==> src/hdl/swfd_pkg.sv <==
`timescale 1ns / 1ps
// ----------------------------------------------------------------------------
// swfd_pkg
// Shared types, constants and the CRC-8 step for the sensor word frame decoder.
// ----------------------------------------------------------------------------
package swfd_pkg;

    localparam int unsigned BYTE_W    = 8;
    localparam int unsigned WORD_W    = 16;
    localparam int unsigned NUM_W     = 2;
    localparam int unsigned TEMP_W    = 15;
    localparam int unsigned RH_W      = 14;
    localparam int unsigned IN_DATA_W = 8;
    localparam int unsigned OUT_DATA_W = 64;
    localparam int unsigned OUT_USER_W = 5;

    localparam logic [BYTE_W-1:0] CRC_INIT = 8'hFF;
    localparam logic [BYTE_W-1:0] CRC_POLY = 8'h31;
    localparam logic [NUM_W-1:0]  WORDS_RESET = 2'd3;
    localparam logic [10:0]       READY_MASK = 11'h7FF;

    localparam logic [14:0] TEMP_SCALE  = 15'd17500;
    localparam logic [TEMP_W-1:0] TEMP_OFFSET = 15'd4500;
    localparam logic [13:0] RH_SCALE    = 14'd10000;
    localparam logic [WORD_W-1:0] FULL_SCALE = 16'hFFFF;

    localparam logic [NUM_W-1:0] WORD_CO2  = 2'd0;
    localparam logic [NUM_W-1:0] WORD_TEMP = 2'd1;
    localparam logic [NUM_W-1:0] WORD_RH   = 2'd2;

    typedef enum logic [1:0] {
        PH_HIGH = 2'd0,
        PH_LOW  = 2'd1,
        PH_CRC  = 2'd2
    } t_phase;

    typedef struct packed {
        logic              produces;
        logic [WORD_W-1:0] word;
        logic [NUM_W-1:0]  num;
        logic              crc_ok;
        logic              last;
        logic              frame_ok;
        logic              data_ready;
        logic              full;
        logic [WORD_W-1:0] co2;
        logic [WORD_W-1:0] temp_raw;
    } t_word_info;

    typedef struct packed {
        logic [WORD_W-1:0] co2;
        logic [TEMP_W-1:0] temp;
        logic [RH_W-1:0]   rh;
    } t_meas;

    function automatic logic [BYTE_W-1:0] crc8_step(
        input logic [BYTE_W-1:0] crc_in,
        input logic [BYTE_W-1:0] data
    );
        logic [BYTE_W-1:0] crc;
        crc = crc_in ^ data;
        for (int i = 0; i < BYTE_W; i++) begin
            if (crc[BYTE_W-1]) begin
                crc = {crc[BYTE_W-2:0], 1'b0} ^ CRC_POLY;
            end else begin
                crc = {crc[BYTE_W-2:0], 1'b0};
            end
        end
        return crc;
    endfunction

endpackage

==> src/hdl/swfd_frame.sv <==
`timescale 1ns / 1ps
// ----------------------------------------------------------------------------
// swfd_frame
// Byte framing, CRC-8 check and per-response bookkeeping.
// ----------------------------------------------------------------------------
module swfd_frame (
    input  logic                            i_clk,
    input  logic                            i_rst_n,
    input  logic                            i_advance,
    input  logic [swfd_pkg::BYTE_W-1:0]     i_byte,
    input  logic                            i_first,
    input  logic [swfd_pkg::NUM_W-1:0]      i_words_expected,
    output swfd_pkg::t_word_info            o_info
);
    import swfd_pkg::*;

    t_phase            r_phase, n_phase, w_phase_eff;
    logic [NUM_W-1:0]  r_count, n_count, w_count_eff;
    logic              r_good, n_good, w_good_eff;
    logic [BYTE_W-1:0] r_high, n_high;
    logic [BYTE_W-1:0] r_low, n_low;
    logic [BYTE_W-1:0] r_crc, n_crc;
    logic [WORD_W-1:0] r_co2, n_co2;
    logic [WORD_W-1:0] r_temp, n_temp;

    logic [BYTE_W-1:0] w_crc_new;
    logic [WORD_W-1:0] w_word;
    logic [NUM_W-1:0]  w_expected;
    logic              w_ok;
    logic              w_last;
    logic [WORD_W-1:0] w_co2_eff;

    assign w_phase_eff = i_first ? PH_HIGH : r_phase;
    assign w_count_eff = i_first ? '0 : r_count;
    assign w_good_eff  = i_first ? 1'b1 : r_good;

    assign w_crc_new  = crc8_step((w_phase_eff == PH_HIGH) ? CRC_INIT : r_crc, i_byte);
    assign w_word     = {r_high, r_low};
    assign w_ok       = (r_crc == i_byte);
    assign w_expected = (i_words_expected == '0) ? NUM_W'(1) : i_words_expected;
    assign w_last     = ({1'b0, w_count_eff} + 3'd1) >= {1'b0, w_expected};
    assign w_co2_eff  = (w_count_eff == WORD_CO2) ? w_word : r_co2;

    // next phase
    always_comb begin
        case (w_phase_eff)
            PH_HIGH: n_phase = PH_LOW;
            PH_LOW:  n_phase = PH_CRC;
            PH_CRC:  n_phase = PH_HIGH;
            default: n_phase = PH_HIGH;
        endcase
    end

    // datapath and result
    always_comb begin
        n_count = w_count_eff;
        n_good  = w_good_eff;
        n_high  = r_high;
        n_low   = r_low;
        n_crc   = r_crc;
        n_co2   = r_co2;
        n_temp  = r_temp;

        o_info            = '0;
        o_info.word       = w_word;
        o_info.num        = w_count_eff;
        o_info.crc_ok     = w_ok;
        o_info.last       = w_last;
        o_info.frame_ok   = w_good_eff & w_ok;
        o_info.co2        = w_co2_eff;
        o_info.temp_raw   = r_temp;

        case (w_phase_eff)
            PH_HIGH: begin
                n_high = i_byte;
                n_crc  = w_crc_new;
            end
            PH_LOW: begin
                n_low = i_byte;
                n_crc = w_crc_new;
            end
            PH_CRC: begin
                o_info.produces   = 1'b1;
                o_info.data_ready = w_last & ((w_co2_eff[10:0] & READY_MASK) != '0);
                o_info.full       = w_last & (w_count_eff == WORD_RH);
                if (w_count_eff == WORD_CO2) begin
                    n_co2 = w_word;
                end
                if (w_count_eff == WORD_TEMP) begin
                    n_temp = w_word;
                end
                if (w_last) begin
                    n_count = '0;
                    n_good  = 1'b1;
                end else begin
                    n_count = w_count_eff + NUM_W'(1);
                    n_good  = w_good_eff & w_ok;
                end
            end
            default: begin
                n_count = '0;
            end
        endcase
    end

    always_ff @(posedge i_clk) begin
        if (!i_rst_n) begin
            r_phase <= PH_HIGH;
            r_count <= '0;
            r_good  <= 1'b1;
            r_crc   <= CRC_INIT;
            r_high  <= '0;
            r_low   <= '0;
            r_co2   <= '0;
            r_temp  <= '0;
        end else if (i_advance) begin
            r_phase <= n_phase;
            r_count <= n_count;
            r_good  <= n_good;
            r_crc   <= n_crc;
            r_high  <= n_high;
            r_low   <= n_low;
            r_co2   <= n_co2;
            r_temp  <= n_temp;
        end
    end

endmodule

==> src/hdl/swfd_scale.sv <==
`timescale 1ns / 1ps
// ----------------------------------------------------------------------------
// swfd_scale
// Fixed-point conversion of the raw words to CO2, temperature and humidity.
// ----------------------------------------------------------------------------
module swfd_scale (
    input  swfd_pkg::t_word_info i_info,
    output swfd_pkg::t_meas      o_meas
);
    import swfd_pkg::*;

    logic [30:0] w_temp_prod;
    logic [29:0] w_rh_prod;
    logic [16:0] w_temp_rem;
    logic [16:0] w_rh_rem;
    logic [14:0] w_temp_q;
    logic [13:0] w_rh_q;

    // floor(x / 65535): x = q0 * 65536 + lo, so x = q0 * 65535 + (lo + q0);
    // lo + q0 stays below twice the divisor, one correction suffices
    assign w_temp_prod = {15'd0, i_info.temp_raw} * {16'd0, TEMP_SCALE};
    assign w_rh_prod   = {14'd0, i_info.word} * {16'd0, RH_SCALE};

    assign w_temp_rem = {1'b0, w_temp_prod[15:0]} + {2'b00, w_temp_prod[30:16]};
    assign w_rh_rem   = {1'b0, w_rh_prod[15:0]} + {3'b000, w_rh_prod[29:16]};

    assign w_temp_q = w_temp_prod[30:16] + 15'(w_temp_rem >= {1'b0, FULL_SCALE});
    assign w_rh_q   = w_rh_prod[29:16] + 14'(w_rh_rem >= {1'b0, FULL_SCALE});

    always_comb begin
        o_meas = '0;
        if (i_info.full) begin
            o_meas.co2  = i_info.co2;
            o_meas.temp = w_temp_q - TEMP_OFFSET;
            o_meas.rh   = w_rh_q;
        end
    end

endmodule

==> src/hdl/sensor_word_frame_decoder.sv <==
`timescale 1ns / 1ps
// ----------------------------------------------------------------------------
// sensor_word_frame_decoder
// Checks CRC-8 framed 16-bit words of a sensor response and converts them.
// ----------------------------------------------------------------------------
// channel   direction  handshake               payload
// s_axis    in         tvalid/tready           tdata: rx_byte, tuser: first_byte
// m_axis    out        tvalid/tready, tlast    tdata: word and measurements, tuser: flags
// cfg       in         i_cfg_we                i_cfg_wdata: words_expected
//
// One byte per cycle sustained while m_axis accepts results; a byte is held in the
// input register, and its result is loaded into the output register as it advances.
// Bytes that complete no word move on even while m_axis is stalled.
// Synchronous active-low reset clears framing, CRC state and words_expected (3).
// ----------------------------------------------------------------------------
module sensor_word_frame_decoder (
    input  logic                                 i_clk,
    input  logic                                 i_rst_n,
    input  logic                                 s_axis_tvalid,
    output logic                                 s_axis_tready,
    input  logic [swfd_pkg::IN_DATA_W-1:0]       s_axis_tdata,  // [7:0] rx_byte
    input  logic [0:0]                           s_axis_tuser,  // [0] first_byte
    output logic                                 m_axis_tvalid,
    input  logic                                 m_axis_tready,
    // [15:0] word_value, [31:16] co2_ppm, [46:32] temp_centi_c,
    // [60:47] rh_centi_pct, [63:61] zero
    output logic [swfd_pkg::OUT_DATA_W-1:0]      m_axis_tdata,
    // [1:0] word_number, [2] crc_ok, [3] frame_ok, [4] data_ready
    output logic [swfd_pkg::OUT_USER_W-1:0]      m_axis_tuser,
    output logic                                 m_axis_tlast,
    input  logic                                 i_cfg_we,
    input  logic [swfd_pkg::NUM_W-1:0]           i_cfg_wdata
);
    import swfd_pkg::*;

    logic                  r_in_valid;
    logic [BYTE_W-1:0]     r_in_byte;
    logic                  r_in_first;
    logic [NUM_W-1:0]      r_words_expected;

    logic                  r_out_valid;
    logic [OUT_DATA_W-1:0] r_out_data;
    logic [OUT_USER_W-1:0] r_out_user;
    logic                  r_out_last;

    t_word_info            w_info;
    t_meas                 w_meas;
    logic                  w_out_free;
    logic                  w_advance;
    logic                  w_load;

    assign w_out_free    = !r_out_valid || m_axis_tready;
    assign w_advance     = r_in_valid && (!w_info.produces || w_out_free);
    assign w_load        = w_advance && w_info.produces;
    assign s_axis_tready = !r_in_valid || w_advance;

    swfd_frame u_frame (
        .i_clk            (i_clk),
        .i_rst_n          (i_rst_n),
        .i_advance        (w_advance),
        .i_byte           (r_in_byte),
        .i_first          (r_in_first),
        .i_words_expected (r_words_expected),
        .o_info           (w_info)
    );

    swfd_scale u_scale (
        .i_info (w_info),
        .o_meas (w_meas)
    );

    always_ff @(posedge i_clk) begin
        if (!i_rst_n) begin
            r_words_expected <= WORDS_RESET;
        end else if (i_cfg_we) begin
            r_words_expected <= i_cfg_wdata;
        end
    end

    always_ff @(posedge i_clk) begin
        if (!i_rst_n) begin
            r_in_valid <= 1'b0;
        end else if (s_axis_tready) begin
            r_in_valid <= s_axis_tvalid;
        end
    end

    always_ff @(posedge i_clk) begin
        if (s_axis_tready && s_axis_tvalid) begin
            r_in_byte  <= s_axis_tdata[BYTE_W-1:0];
            r_in_first <= s_axis_tuser[0];
        end
    end

    always_ff @(posedge i_clk) begin
        if (!i_rst_n) begin
            r_out_valid <= 1'b0;
        end else if (w_load) begin
            r_out_valid <= 1'b1;
        end else if (m_axis_tready) begin
            r_out_valid <= 1'b0;
        end
    end

    always_ff @(posedge i_clk) begin
        if (w_load) begin
            r_out_data <= {3'b000, w_meas.rh, w_meas.temp, w_meas.co2, w_info.word};
            r_out_user <= {w_info.data_ready, w_info.frame_ok, w_info.crc_ok, w_info.num};
            r_out_last <= w_info.last;
        end
    end

    assign m_axis_tvalid = r_out_valid;
    assign m_axis_tdata  = r_out_data;
    assign m_axis_tuser  = r_out_user;
    assign m_axis_tlast  = r_out_last;

endmodule

==> config.mk <==
export PLATFORM = sky130hd
export DESIGN_NAME = sensor_word_frame_decoder
export DESIGN_NICKNAME = d
export VERILOG_FILES = /design/src/hdl/swfd_pkg.sv /design/src/hdl/swfd_frame.sv /design/src/hdl/swfd_scale.sv /design/src/hdl/sensor_word_frame_decoder.sv
export SDC_FILE = /design/constraint.sdc
export NUM_CORES = 1
export LEC_CHECK = 0
export ABC_AREA = 1
export BUFFER_PORTS_ARGS = -buffer_cell sky130_fd_sc_hd__buf_4
export CORE_ASPECT_RATIO = 1.75
export CORE_MARGIN = 4
export CORE_UTILIZATION = 63
export CTS_BUF_LIST = sky130_fd_sc_hd__clkbuf_16
export CTS_CLUSTER_SIZE = 28
export DETAILED_ROUTE_END_ITERATION = 6
export GPL_TIMING_DRIVEN = 1
export PLACE_DENSITY = 0.93
export SLEW_MARGIN = 20
export SYNTH_ARGS = -nofsm -noshare
export SYNTH_HDL_FRONTEND = slang
export SYNTH_SLANG_ARGS = --single-unit
==> constraint.sdc <==
create_clock -name i_clk -period 8.4 [get_ports i_clk]
set_input_delay 1.26 -clock i_clk [delete_from_list [all_inputs] [get_ports i_clk]]
set_output_delay 1.26 -clock i_clk [all_outputs]
set_load 0.01 [all_outputs]
# Yosys cells after proc, flatten, opt, wreduce, memory -nomap -nowiden
# Cells that the tools add are included.
# classes
add_sub_neg,7
multipliers,2
order_cmp,3
eq_ne,5
mux,23
bitwise,12
reduce_logical,20
# ops
op,n
$mux 6,8
$ge 17x16->1 const B,2
$mul 16x13->29 const B,1
$mul 16x10->26 const B,1
$not 3->3,8
$add 16x14->17,1
$add 16x15->17,1
$mux 16,1
$add 15x1->15,1
$sub 15x13->15 const B,1
$add 14x1->14,1
$reduce_bool 11->1,1
$eq 8x8->1,1
$mux 2,4
$mux 8,1
$pmux 2 s2,2
$reduce_and 2->1,4
$xor 8x8->8,1
$mux 1,7
$logic_not 2->1,3
$eq 2x1->1 const B,2
$eq 2x2->1 const B,2
$add 2x1->3 const B,1
$and 1x1->1,3
other kinds (8),14
# word_totals
regBits,141
in_bits,16
output_inout_bits,72
word_cells,90

# Longest topological paths before layout
# Gate-level depths: netlist (run 1).
# depth
depth_word,20
depth_mapped,45
mapped_depth_nobuf,45

# Cells and area by module
# From an unflattened synthesis (run 1), not the netlist that was laid out.
# hier_totals
cells_unflattened,1856
hier_area_um2,14282.4
# modules_own_cells
module,n_inst,cells_each,area_each_um2
swfd_scale,1,1284,8667.1
swfd_frame,1,464,3116.7
sensor_word_frame_decoder,1,108,2498.6

# Least setup slack after synthesis (run 1)
# No wires, ideal clock.
# synth_timing
path_type,register to register
from,reg u_frame.r_low[5]
to,"reg r_out_data[59] (netlist: m_axis_tdata[59]), data pin"
setup_ns,0.255
t_arrival_ns,6.139
required_time_ns,8.145
setup_slack_ns,2.006
stages_incl_launch_ff,38
period_less_slack_ns,6.394
path_cell_list,dfxtp_1 inv_1 fa_1 inv_1 ha_1 fa_1 ha_1 inv_1 fa_1 inv_1 ha_1 nand2_1 nor2_2 nand2_1 nand3_2 a21oi_2 xnor2_2 ha_1 [2 not listed] o21ai_0 nand2_1 nand2_1 nand2_1 nand2_1 a31oi_1 nand2_1 nand2_1 nor3_1 nand4_1 nand2_1 ha_1 ha_1 nand3_2 nor2_4 nand3_1 nand2_1 nor2_1
# synth_via
elab_chain_cells,4
# synth_lines
item,line_no,source
start: declaration,swfd_frame.sv:21,"logic [BYTE_W-1:0] r_low, n_low;"
start signal: assignment,swfd_frame.sv:122,r_low <= n_low;
$mul 16x10->26 (*),swfd_scale.sv:22,"assign w_rh_prod = {14'd0, i_info.word} * {16'd0, RH_SCALE};"
$add 16x14->17,swfd_scale.sv:25,"assign w_rh_rem = {1'b0, w_rh_prod[15:0]} + {3'b000, w_rh_prod[29:16]};"
$ge 17x16->1,swfd_scale.sv:28,"assign w_rh_q = w_rh_prod[29:16] + 14'(w_rh_rem >= {1'b0, FULL_SCALE});"
$add 14x1->14 (*),swfd_scale.sv:28,
end signal: assignment,sensor_word_frame_decoder.sv:107,"r_out_data <= {3'b000, w_meas.rh, w_meas.temp, w_meas.co2, w_info.word};"
end: declaration,sensor_word_frame_decoder.sv:42,logic [OUT_DATA_W-1:0] r_out_data;
# Every way passes the cells marked *; elsewhere a longest branch is shown, timed or not.
# A chain may end at the register's enable or synchronous reset.

# Final worst setup path (run 1)
# layout_timing
from,reg u_frame.r_high[0]
to,"reg r_out_data[57] (netlist: m_axis_tdata[57]), data pin"
# layout_via
elab_chain_cells,4
# layout_lines
item,line_no,source
start: declaration,swfd_frame.sv:20,"logic [BYTE_W-1:0] r_high, n_high;"
start signal: assignment,swfd_frame.sv:121,r_high <= n_high;
$mul 16x10->26 (*),swfd_scale.sv:22,
$add 16x14->17,swfd_scale.sv:25,
$ge 17x16->1,swfd_scale.sv:28,
$add 14x1->14 (*),swfd_scale.sv:28,
# Marked as above.

==> results of run 1 <==
==> state kept, by name (all words and copies together) (netlist names), 2 cells and up <==
name and count:
u_frame.r_count 2, u_frame.r_phase 2, u_frame.r_temp 16, u_frame.r_crc 8, m_axis_tuser 5, r_in_byte 8
u_frame.r_low 8, u_frame.r_co2 16, r_words_expected 2, m_axis_tdata 61, u_frame.r_high 8
==> cell families after synthesis <==
kind of cell | share of synthesized area
buf+inv | 0.1151
xor+xnor | 0.03480
simple gates | 0.1908
flops | 0.2562
compound gates | 0.1042
fa+ha+maj | 0.2978
other cells | 0.0002682
mux | 0.0007158
==> worst max path at each step <==
stage	endpoint	from	slack (ns)	depth (start not counted)
6_report	m_axis_tdata[57]$_SDFFCE_PN0P_	u_frame.r_high[0]$_SDFFE_PN0P_	0.91	35
4_1_cts	m_axis_tdata[57]$_SDFFCE_PN0P_	u_frame.r_low[3]$_SDFFE_PN0P_	0.98	37
3_5_place_dp	m_axis_tdata[57]$_SDFFCE_PN0P_	u_frame.r_low[5]$_SDFFE_PN0P_	1.00	37
2_1_floorplan	m_axis_tdata[59]$_SDFFCE_PN0P_	u_frame.r_low[5]$_SDFFE_PN0P_	2.01	37
5_1_grt	m_axis_tdata[59]$_SDFFCE_PN0P_	u_frame.r_low[3]$_SDFFE_PN0P_	0.40	37
3_3_place_gp	m_axis_tdata[59]$_SDFFCE_PN0P_	u_frame.r_low[5]$_SDFFE_PN0P_	1.04	37
==> metal layers <==
metal | part of all wire | track usage | vias to the layer above
met2 | 0.51 | 0.6035 | 700
met1 | 0.33 | 0.3327 | 5882
met3 | 0.059 | 0.05442 | 275
li1 | - | - | 5833
met5 | 0 | 0 | -
met4 | 0.095 | 0.2836 | 0
==> Yosys cell counts (all sizes together), types with 2 or more instances <==
cell type / instances
o21a: 6
nand4: 21
nand3b: 5
nand3: 75
o21ai: 100
ha: 200
a31oi: 3
o211ai: 2
o21bai: 5
dfxtp: 65
inv: 399
buf: 6
or2: 7
a21boi: 2
edfxtp: 76
clkbuf: 20
nor3: 15
fa: 83
nor2: 125
a21oi: 141
a21o: 4
xnor2: 11
nor4: 2
xor2: 36
nand2: 364
==> layout make-up <==
class | instances | area [um^2]
multi-input combinational | 1218 | 8806
fill | 1637 | 6148
sequential | 141 | 3583
inverter | 399 | 1498
timing repair buffer | 88 | 673.1
clock buffer | 20 | 500.5
tap | 292 | 365.4
clock inverter | 12 | 101.3
==> report_power, final <==
part,switching (mW),internal [mW]
Combinational,0.270,0.132
Sequential,0.0213,0.734
Clock,0.310,0.460
Total,0.602,1.33
==> placed cells by master (no fill, tap or decap), drive strengths merged, types with 21 or more instances in the layout <==
| cell | instances |
|---|---|
| fa | 83 |
| nand3 | 75 |
| ha | 200 |
| dfxtp | 65 |
| edfxtp | 76 |
| a21oi | 141 |
| buf | 88 |
| nor2 | 125 |
| o21ai | 100 |
| xor2 | 36 |
| inv | 403 |
| nand4 | 21 |
| nand2 | 364 |
==> impl_metrics.yaml, run 1 <==
clocking:
  ctsRootBufferMaster: "clkbuf_16"
  cts_tree: "done"
  clock_path_buffers: 2
  path_clk_slew_ns: 0.07
  cts-hold-fix-buffers: 0
  numCtsBuffers: 17
  postCtsSetupBuffers: 0
  clock_latency_ns: 0.44
  numClockSinks: 141
  cts_resized: 0
  htreeDepth: 4
layout:
  drive_gt1_frac: 0.1028
  utilization: 0.7163
  layout.cells.non_filler: 2170
  fin_area_mm2: 0.01553
  syn_to_final_growth_pct: 11.03
  num_antenna_cells: 0
  nets: 2164
synth:
  ys_seq_elements: 141
  syn_area_per_cell_um2: 7.848
  synth_cells: 1782
  synth_top_area_share: 0.1789
  syn-cell-area_mm2: 0.01398
  synth_edf_count: 76
  synth_ff_type: "edfxtp_1"
  ys_top_cells_by_area: "ha_1 (18%), edfxtp_1 (16%), fa_1 (12%)"
  async_flop_share: 0
  yosys_warnings: 0
  yosysTopAreaCell: "ha_1"
  synth_cell_type_count: 50
  ys_seq_area_frac: 0.2562
critical_path:
  rr_endpoint: "m_axis_tdata[57]$_SDFFCE_PN0P_"
  path_buf_inv: 5
  r2r_slack_ns: 0.91
  critical-path-top-delay-family: "adder cells"
  cp_common_cell: "nand2_1"
  critPathRequiredTime_ns: 8.60
  critPathKind: "flip-flop to flip-flop"
  critPathLaunchType: "flip-flop"
  r2r_start: "u_frame.r_high[0]$_SDFFE_PN0P_"
  reg2reg_depth: 35
  critPathSlowestCell: "fa_1"
  critPathMaxFanout: 5
  worstPathArrival_ns: 7.69
  cp-end-kind: "flip-flop"
  slowest_delay_ns: 0.54
route:
  drt-total-wl_um: 40800
  drc: 0
  wl_per_cell_um: 18.80
  vias: 12690
  viasPerCell: 5.848
  ant_nets: 0
  first_pass_iters: 7
  drtIter0Drc: 923
min_path:
  min_from: "u_frame.r_co2[13]$_SDFFE_PN0P_"
  hold_path_class: "flip-flop to flip-flop"
  hold_depth: 1
  hold_end: "u_frame.r_co2[13]$_SDFFE_PN0P_"
outcome:
  status: "finished clean"
sta:
  relSlewSlack: 0.2564
  rsz0062_at_grt: "false"
  hold-worst-slack_ns: 0.4655
  timing.final.crit_share: 0.8913
  finClkSkew_ns: 0.01298
  worst_pin_slew_ns: 1.114
  layout_setup_ws_ns: 0.9133
  tns_ns: 0
  finalHoldViolCount: 0
  finalSetupViolations: 0
  fin_crit_ns: 7.487
  slew_violations: 0
  fmax_ghz: 0.1336
power_and_ir_drop:
  p_leak_nw: 8.447
  totalPowerFinal_mw: 1.928
  p_per_area_mw_per_mm2: 124.2
  ir_drop_mv: 0.1634
placement:
  dpl.hpwl_um: 31700
  post-place-ws_ns: 1.004
  gp_congestion: 1.043
  dpl_cell_area_mm2: 0.01493
  placed_cells_incl_taps: 2138
  port_buffers: 84
floorplan:
  core_mm2: 0.02168
  die_area_mm2: 0.02474
  dieWidth_um: 120.6
  initial_utilization: 0.6452
  die_h_um: 205.1
  ios: 88
  fp-row-count: 71
global_routing:
  grt.overflow.total: 0
  antenna_found_initial: 0
  grt_pass1_wl_um: 64850
  track_usage: 0.3365
  grt_pass1_vias: 13290
  grt_max_degree: 61
flow_run:
  cap_violations: 0
No activity file was read; power rests on OpenSTA's default activity.
==> run 2, diff against run 1 <==
--- a/config.mk
+++ b/config.mk
@@ -18,4 +18,5 @@
 export SLEW_MARGIN = 20
 export SYNTH_ARGS = -nofsm -noshare
 export SYNTH_HDL_FRONTEND = slang
+export SYNTH_HIERARCHICAL = 1
 export SYNTH_SLANG_ARGS = --single-unit
==> run 2 against run 1 <==
  * Synthesized area rose by 2.1%
  * Wire length barely moved
  * Die area rose by 2.0%
  * Critical endpoint is now m_axis_tdata[59]$_DFFE_PP_
  * Largest cell class unchanged
  * Global-route usage fell by 1.3 points
==> impl_metrics.yaml, run 2 <==
route:
  wl_met1_um: 12960
  drtIter0Drc: 1145
  ant_nets: 0
  vias: 13060
  viasPerCell: 5.797
  drt-total-wl_um: 40790
  top_layer: "met4"
  wl_met2_um: 22010
  drc: 0
  wl_met3_um: 2335
  wl_per_cell_um: 18.11
  first_pass_iters: 5
sta:
  finalSetupViolations: 0
  fmax_ghz: 0.1285
  finalHoldViolCount: 0
  tns_ns: 0
  slew_violations: 0
  worst_pin_slew_ns: 0.9492
  rsz0062_at_grt: "false"
  timing.final.crit_share: 0.9265
  relSlewSlack: 0.3649
  fin_crit_ns: 7.783
  finClkSkew_ns: 0.01234
floorplan:
  fp-row-count: 72
  core_mm2: 0.02225
  initial_utilization: 0.6419
  die_area_mm2: 0.02524
  ios: 88
  dieWidth_um: 121.8
  die_h_um: 207.2
global_routing:
  grt_max_degree: 50
  grt_pass1_wl_um: 64070
  grt.overflow.total: 0
  grt_pass1_vias: 13460
  track_usage: 0.3238
  antenna_found_initial: 0
placement:
  dpl.hpwl_um: 32390
  gp_congestion: 1.030
  port_buffers: 84
critical_path:
  worstPathArrival_ns: 7.97
  slowest_delay_ns: 0.56
  rr_endpoint: "m_axis_tdata[59]$_DFFE_PP_"
  critPathLaunchType: "flip-flop"
  r2r_start: "u_frame/r_low[6]$_SDFFE_PN0P_"
  reg2reg_depth: 43
  critPathMaxFanout: 7
  critPathKind: "flip-flop to flip-flop"
  cp-end-kind: "flip-flop"
  r2r_slack_ns: 0.62
  cp_common_cell: "nand2_1"
  critPathRequiredTime_ns: 8.59
  critPathSlowestCell: "fa_1"
clocking:
  numCtsBuffers: 17
  path_clk_slew_ns: 0.06
  cts_tree: "done"
  ctsRootBufferMaster: "clkbuf_16"
  clock_path_buffers: 2
  clock_latency_ns: 0.44
  numClockSinks: 141
  htreeDepth: 4
  cts-hold-fix-buffers: 0
synth:
  async_flop_share: 0
  yosys_warnings: 6
  syn-cell-area_mm2: 0.01428
  synth_ff_type: "edfxtp_1"
  ys_seq_area_frac: 0.2509
  synth.most_common_cell: "inv_1"
  synth_top_area_share: 0.1726
  synth_commonest_cells: "inv_1 (408), nand2_1 (372), ha_1 (197)"
  syn_area_per_cell_um2: 7.695
  synth_cell_type_count: 54
  ys_top_cells_by_area: "ha_1 (17%), edfxtp_1 (16%), fa_1 (11%)"
  synth_edf_count: 76
  yosysTopAreaCell: "ha_1"
  synth_cells: 1856
  ys_seq_elements: 141
layout:
  utilization: 0.7099
  num_antenna_cells: 0
  largest_register_ffs: 61
  final_common_cell: "inv_1"
  syn_to_final_growth_pct: 10.59
  drive_gt1_frac: 0.1063
  fillers: 1696
  nets: 2238
  final_cell_mix: "inv_1 (411), nand2_1 (371), ha_1 (197)"
power_and_ir_drop:
  ir_drop_mv: 0.1234
  p_leak_nw: 8.893
  p_per_area_mw_per_mm2: 119.7
min_path:
  hold_end: "u_frame/r_co2[11]$_SDFFE_PN0P_"
  min_from: "u_frame/r_co2[11]$_SDFFE_PN0P_"
  hold_path_class: "flip-flop to flip-flop"
  hold_depth: 2
flow_run:
  cap_violations: 0
outcome:
  status: "finished clean"
==> run 2: repair_timing <==
action	CTS	global route
setup endpoints to repair	0	6
gates resized for setup	0	15
buffers inserted	0	0
==> run 2: stage by stage <==
stage	setup WS (ns)	instance area [um^2]	hold slack (ns)	instances	power [mW]
2_1_floorplan	1.544	14290	0.4214	1858	1.072
3_3_place_gp	0.5974	15210	0.4394	2220	1.171
3_5_place_dp	0.4389	15210	0.4517	2220	1.187
4_1_cts	0.4165	15760	0.4658	2252	1.884
5_1_grt	0.006339	15800	0.4836	2252	1.981
6_report	0.6174	15800	0.4690	2252	1.891
==> run 2: critical path, delay by kind of cell, from the launching register on <==
kind	cells	cell delay (ns)
buffers and inverters	7	0.57
AOI/OAI and AO/OA	4	0.66
adders and majority gates	10	3.48
DFF	1	0.49
and+or+nand+nor	21	2.24
xor gates and xnor gates	1	0.09
==> run 2: layout make-up <==
type / count / area (um^2) / area share
Multi-Input combinational cell: 1273 / 9019 / 0.5710
Timing Repair Buffer: 92 / 690.7 / 0.04373
Tap cell: 296 / 370.4 / 0.02345
Clock inverter: 14 / 93.84 / 0.005941
Clock buffer: 18 / 450.4 / 0.02852
Sequential cell: 141 / 3597 / 0.2277
Inverter: 418 / 1574 / 0.09965
==> run 2: worst max path at each step <==
stage               cells after the start                         end                            from  slack, ns
floorplan                              45  m_axis_tdata[59]$_DFFE_PP_   u_frame/r_low[4]$_SDFFE_PN0P_       1.54
global placement                       43  m_axis_tdata[59]$_DFFE_PP_   u_frame/r_low[7]$_SDFFE_PN0P_       0.60
detailed placement                     43  m_axis_tdata[59]$_DFFE_PP_   u_frame/r_low[7]$_SDFFE_PN0P_       0.44
CTS                                    44  m_axis_tdata[59]$_DFFE_PP_   u_frame/r_low[7]$_SDFFE_PN0P_       0.42
global route                           43  m_axis_tdata[59]$_DFFE_PP_  u_frame/r_high[1]$_SDFFE_PN0P_      0.006
finish                                 43  m_axis_tdata[59]$_DFFE_PP_   u_frame/r_low[6]$_SDFFE_PN0P_       0.62
==> run 2: logic make-up after synthesis <==
family | after synthesis | synth area share
xor+xnor | 39 | 0.02891
other cells | 1 | 0.0002626
buf+inv | 444 | 0.1201
fa+ha+maj | 279 | 0.2875
simple gates | 682 | 0.2076
flops | 141 | 0.2509
compound gates | 270 | 0.1047
==> run 2: where the power goes <==
part	switching (mW)	internal, mW	total [mW]
registers	0.0191	0.735	0.754
clock network	0.311	0.394	0.705
logic	0.293	0.139	0.433
==> run 2: per-layer routing <==
metal,global-route usage,vias to the layer above
li1,-,6078
met1,0.3040,6110
met2,0.6024,631
met3,0.05595,236
met4,0.2445,0
met5,0,-
==> run 3, diff against run 2 <==
--- a/config.mk
+++ b/config.mk
@@ -7,7 +7,6 @@
 export LEC_CHECK = 0
 export ABC_AREA = 1
 export BUFFER_PORTS_ARGS = -buffer_cell sky130_fd_sc_hd__buf_4
-export CORE_ASPECT_RATIO = 1.75
 export CORE_MARGIN = 4
 export CORE_UTILIZATION = 63
 export CTS_BUF_LIST = sky130_fd_sc_hd__clkbuf_16
==> run 3 against run 2 <==
  * Final area is 0.12% lower
  * Highest routed layer unchanged
  * The run now ends with design-rule violations left
  * Count of clock-buffer cells in the layout unchanged
  * Utilization up 0.42 points
  * Largest power group unchanged
  * Clock skew grew 0.0021 ns
==> impl_metrics.yaml, run 3 (synthesis results as in run 2) <==
placement:
  port_buffers: 84
  gp_congestion: 0.9963
  dpl.hpwl_um: 29890
  post-place-ws_ns: 0.6396
  dpl_cell_area_mm2: 0.01517
  placed_cells_incl_taps: 2201
critical_path:
  slowest_delay_ns: 0.55
  critPathLaunchType: "flip-flop"
  worstPathArrival_ns: 7.98
  cp-end-kind: "flip-flop"
  path_buf_inv: 6
  critPathRequiredTime_ns: 8.57
  cp_common_cell: "nand2_1"
  critPathSlowestCell: "fa_1"
  critPathMaxFanout: 7
  critPathKind: "flip-flop to flip-flop"
  critical-path-top-delay-family: "adder cells"
layout:
  num_antenna_cells: 0
  layout.cells.non_filler: 2233
  final_common_cell: "inv_1"
  final_cell_mix: "inv_1 (408), nand2_1 (372), ha_1 (197)"
  nets: 2235
  drive_gt1_frac: 0.1045
  syn_to_final_growth_pct: 10.46
  fin_area_mm2: 0.01578
  largest_register_ffs: 61
  utilization: 0.7141
global_routing:
  track_usage: 0.3209
  grt_max_degree: 66
  grt_pass1_wl_um: 64240
  grt_pass1_vias: 13140
  antenna_found_initial: 0
  grt.overflow.total: 0
outcome:
  status: "finished with violations"
  failed_checks: "design-rule violations"
route:
  first_pass_iters: 7
  vias: 13240
  drtIter0Drc: 1474
  viasPerCell: 5.931
  ant_nets: 0
  drt-total-wl_um: 40200
  drc: 16
  wl_per_cell_um: 18.00
floorplan:
  fp-row-count: 54
  core_mm2: 0.02209
  die_area_mm2: 0.02514
  dieWidth_um: 158.6
  initial_utilization: 0.6464
  die_h_um: 158.6
  ios: 88
clocking:
  numCtsBuffers: 17
  clock_path_buffers: 2
  numClockSinks: 141
  path_clk_slew_ns: 0.06
  cts-hold-fix-buffers: 0
  ctsRootBufferMaster: "clkbuf_16"
  htreeDepth: 4
  cts_tree: "done"
  clock_latency_ns: 0.43
sta:
  slew_violations: 0
  hold-worst-slack_ns: 0.4648
  layout_setup_ws_ns: 0.5900
  timing.final.crit_share: 0.9298
  finClkSkew_ns: 0.01445
  relSlewSlack: 0.2966
  finalSetupViolations: 0
  fmax_ghz: 0.1280
  tns_ns: 0
  worst_pin_slew_ns: 1.051
  rsz0062_at_grt: "false"
  finalHoldViolCount: 0
  fin_crit_ns: 7.810
min_path:
  hold_path_class: "flip-flop to flip-flop"
power_and_ir_drop:
  ir_drop_mv: 0.1152
  totalPowerFinal_mw: 1.945
  p_leak_nw: 8.894
  p_per_area_mw_per_mm2: 123.3
flow_run:
  cap_violations: 0
-- run 3: cell types whose count changed in the layout (fill, tap and decap cells not counted), moves of 2 or more --
cell	change
inv_1	-3
clkinv_4	+4
buf_4	-3
clkinvlp_4	-2
inv_6	-2
nor2_2	-2
nor2_1	+2
inv_8	+2
-- run 3: timing repair --
item | in CTS | in global routing
buffers inserted | 0 | 0
setup endpoints to repair | 0 | 4
gates resized for setup | 0 | 10
-- run 3: final cells by class --
cell class / instances / area [um^2]
clock buffer: 18 / 450.4
clock inverter: 14 / 135.1
fill: 1578 / 6317
inverter: 418 / 1574
multi-input combinational: 1273 / 9004
sequential: 141 / 3595
tap: 280 / 350.3
timing repair buffer: 89 / 668.1
-- run 3: path summary, 6_finish.rpt --
kind | startpoint | endpoint | slack, ns | cells past startpoint
max | u_frame/r_low[6]$_SDFFE_PN0P_ | m_axis_tdata[59]$_DFFE_PP_ | 0.59 | 44
max reg2reg | u_frame/r_low[6]$_SDFFE_PN0P_ | m_axis_tdata[59]$_DFFE_PP_ | 0.59 | 44
min reg2reg | r_words_expected[1]$_SDFFE_PN1P_ | r_words_expected[1]$_SDFFE_PN1P_ | 0.46 | 2
min | r_words_expected[1]$_SDFFE_PN1P_ | r_words_expected[1]$_SDFFE_PN1P_ | 0.46 | 2
-- run 3: routing by layer --
layer | GRT usage | share of wire | up-vias
li1 | - | - | 6075
met1 | 0.3818 | 0.37 | 6152
met2 | 0.5510 | 0.49 | 773
met3 | 0.05545 | 0.081 | 244
met4 | 0.1767 | 0.063 | 0
met5 | 0 | 0 | -
-- run 3: worst reg2reg max path, delay by kind of cell (launching register included) --
family / cells / cell delay [ns]
flip-flops: 1 / 0.48
adder cells (fa/ha/maj): 10 / 3.50
AND/OR/NAND/NOR: 23 / 2.23
AO/OA/AOI/OAI: 5 / 0.80
buffers and inverters: 6 / 0.53
-- run 3: where the power goes --
part | internal [mW] | leakage (nW) | switching [mW]
logic | 0.139 | 7.31 | 0.300
clock network | 0.431 | 0.293 | 0.320
registers | 0.735 | 1.30 | 0.0211
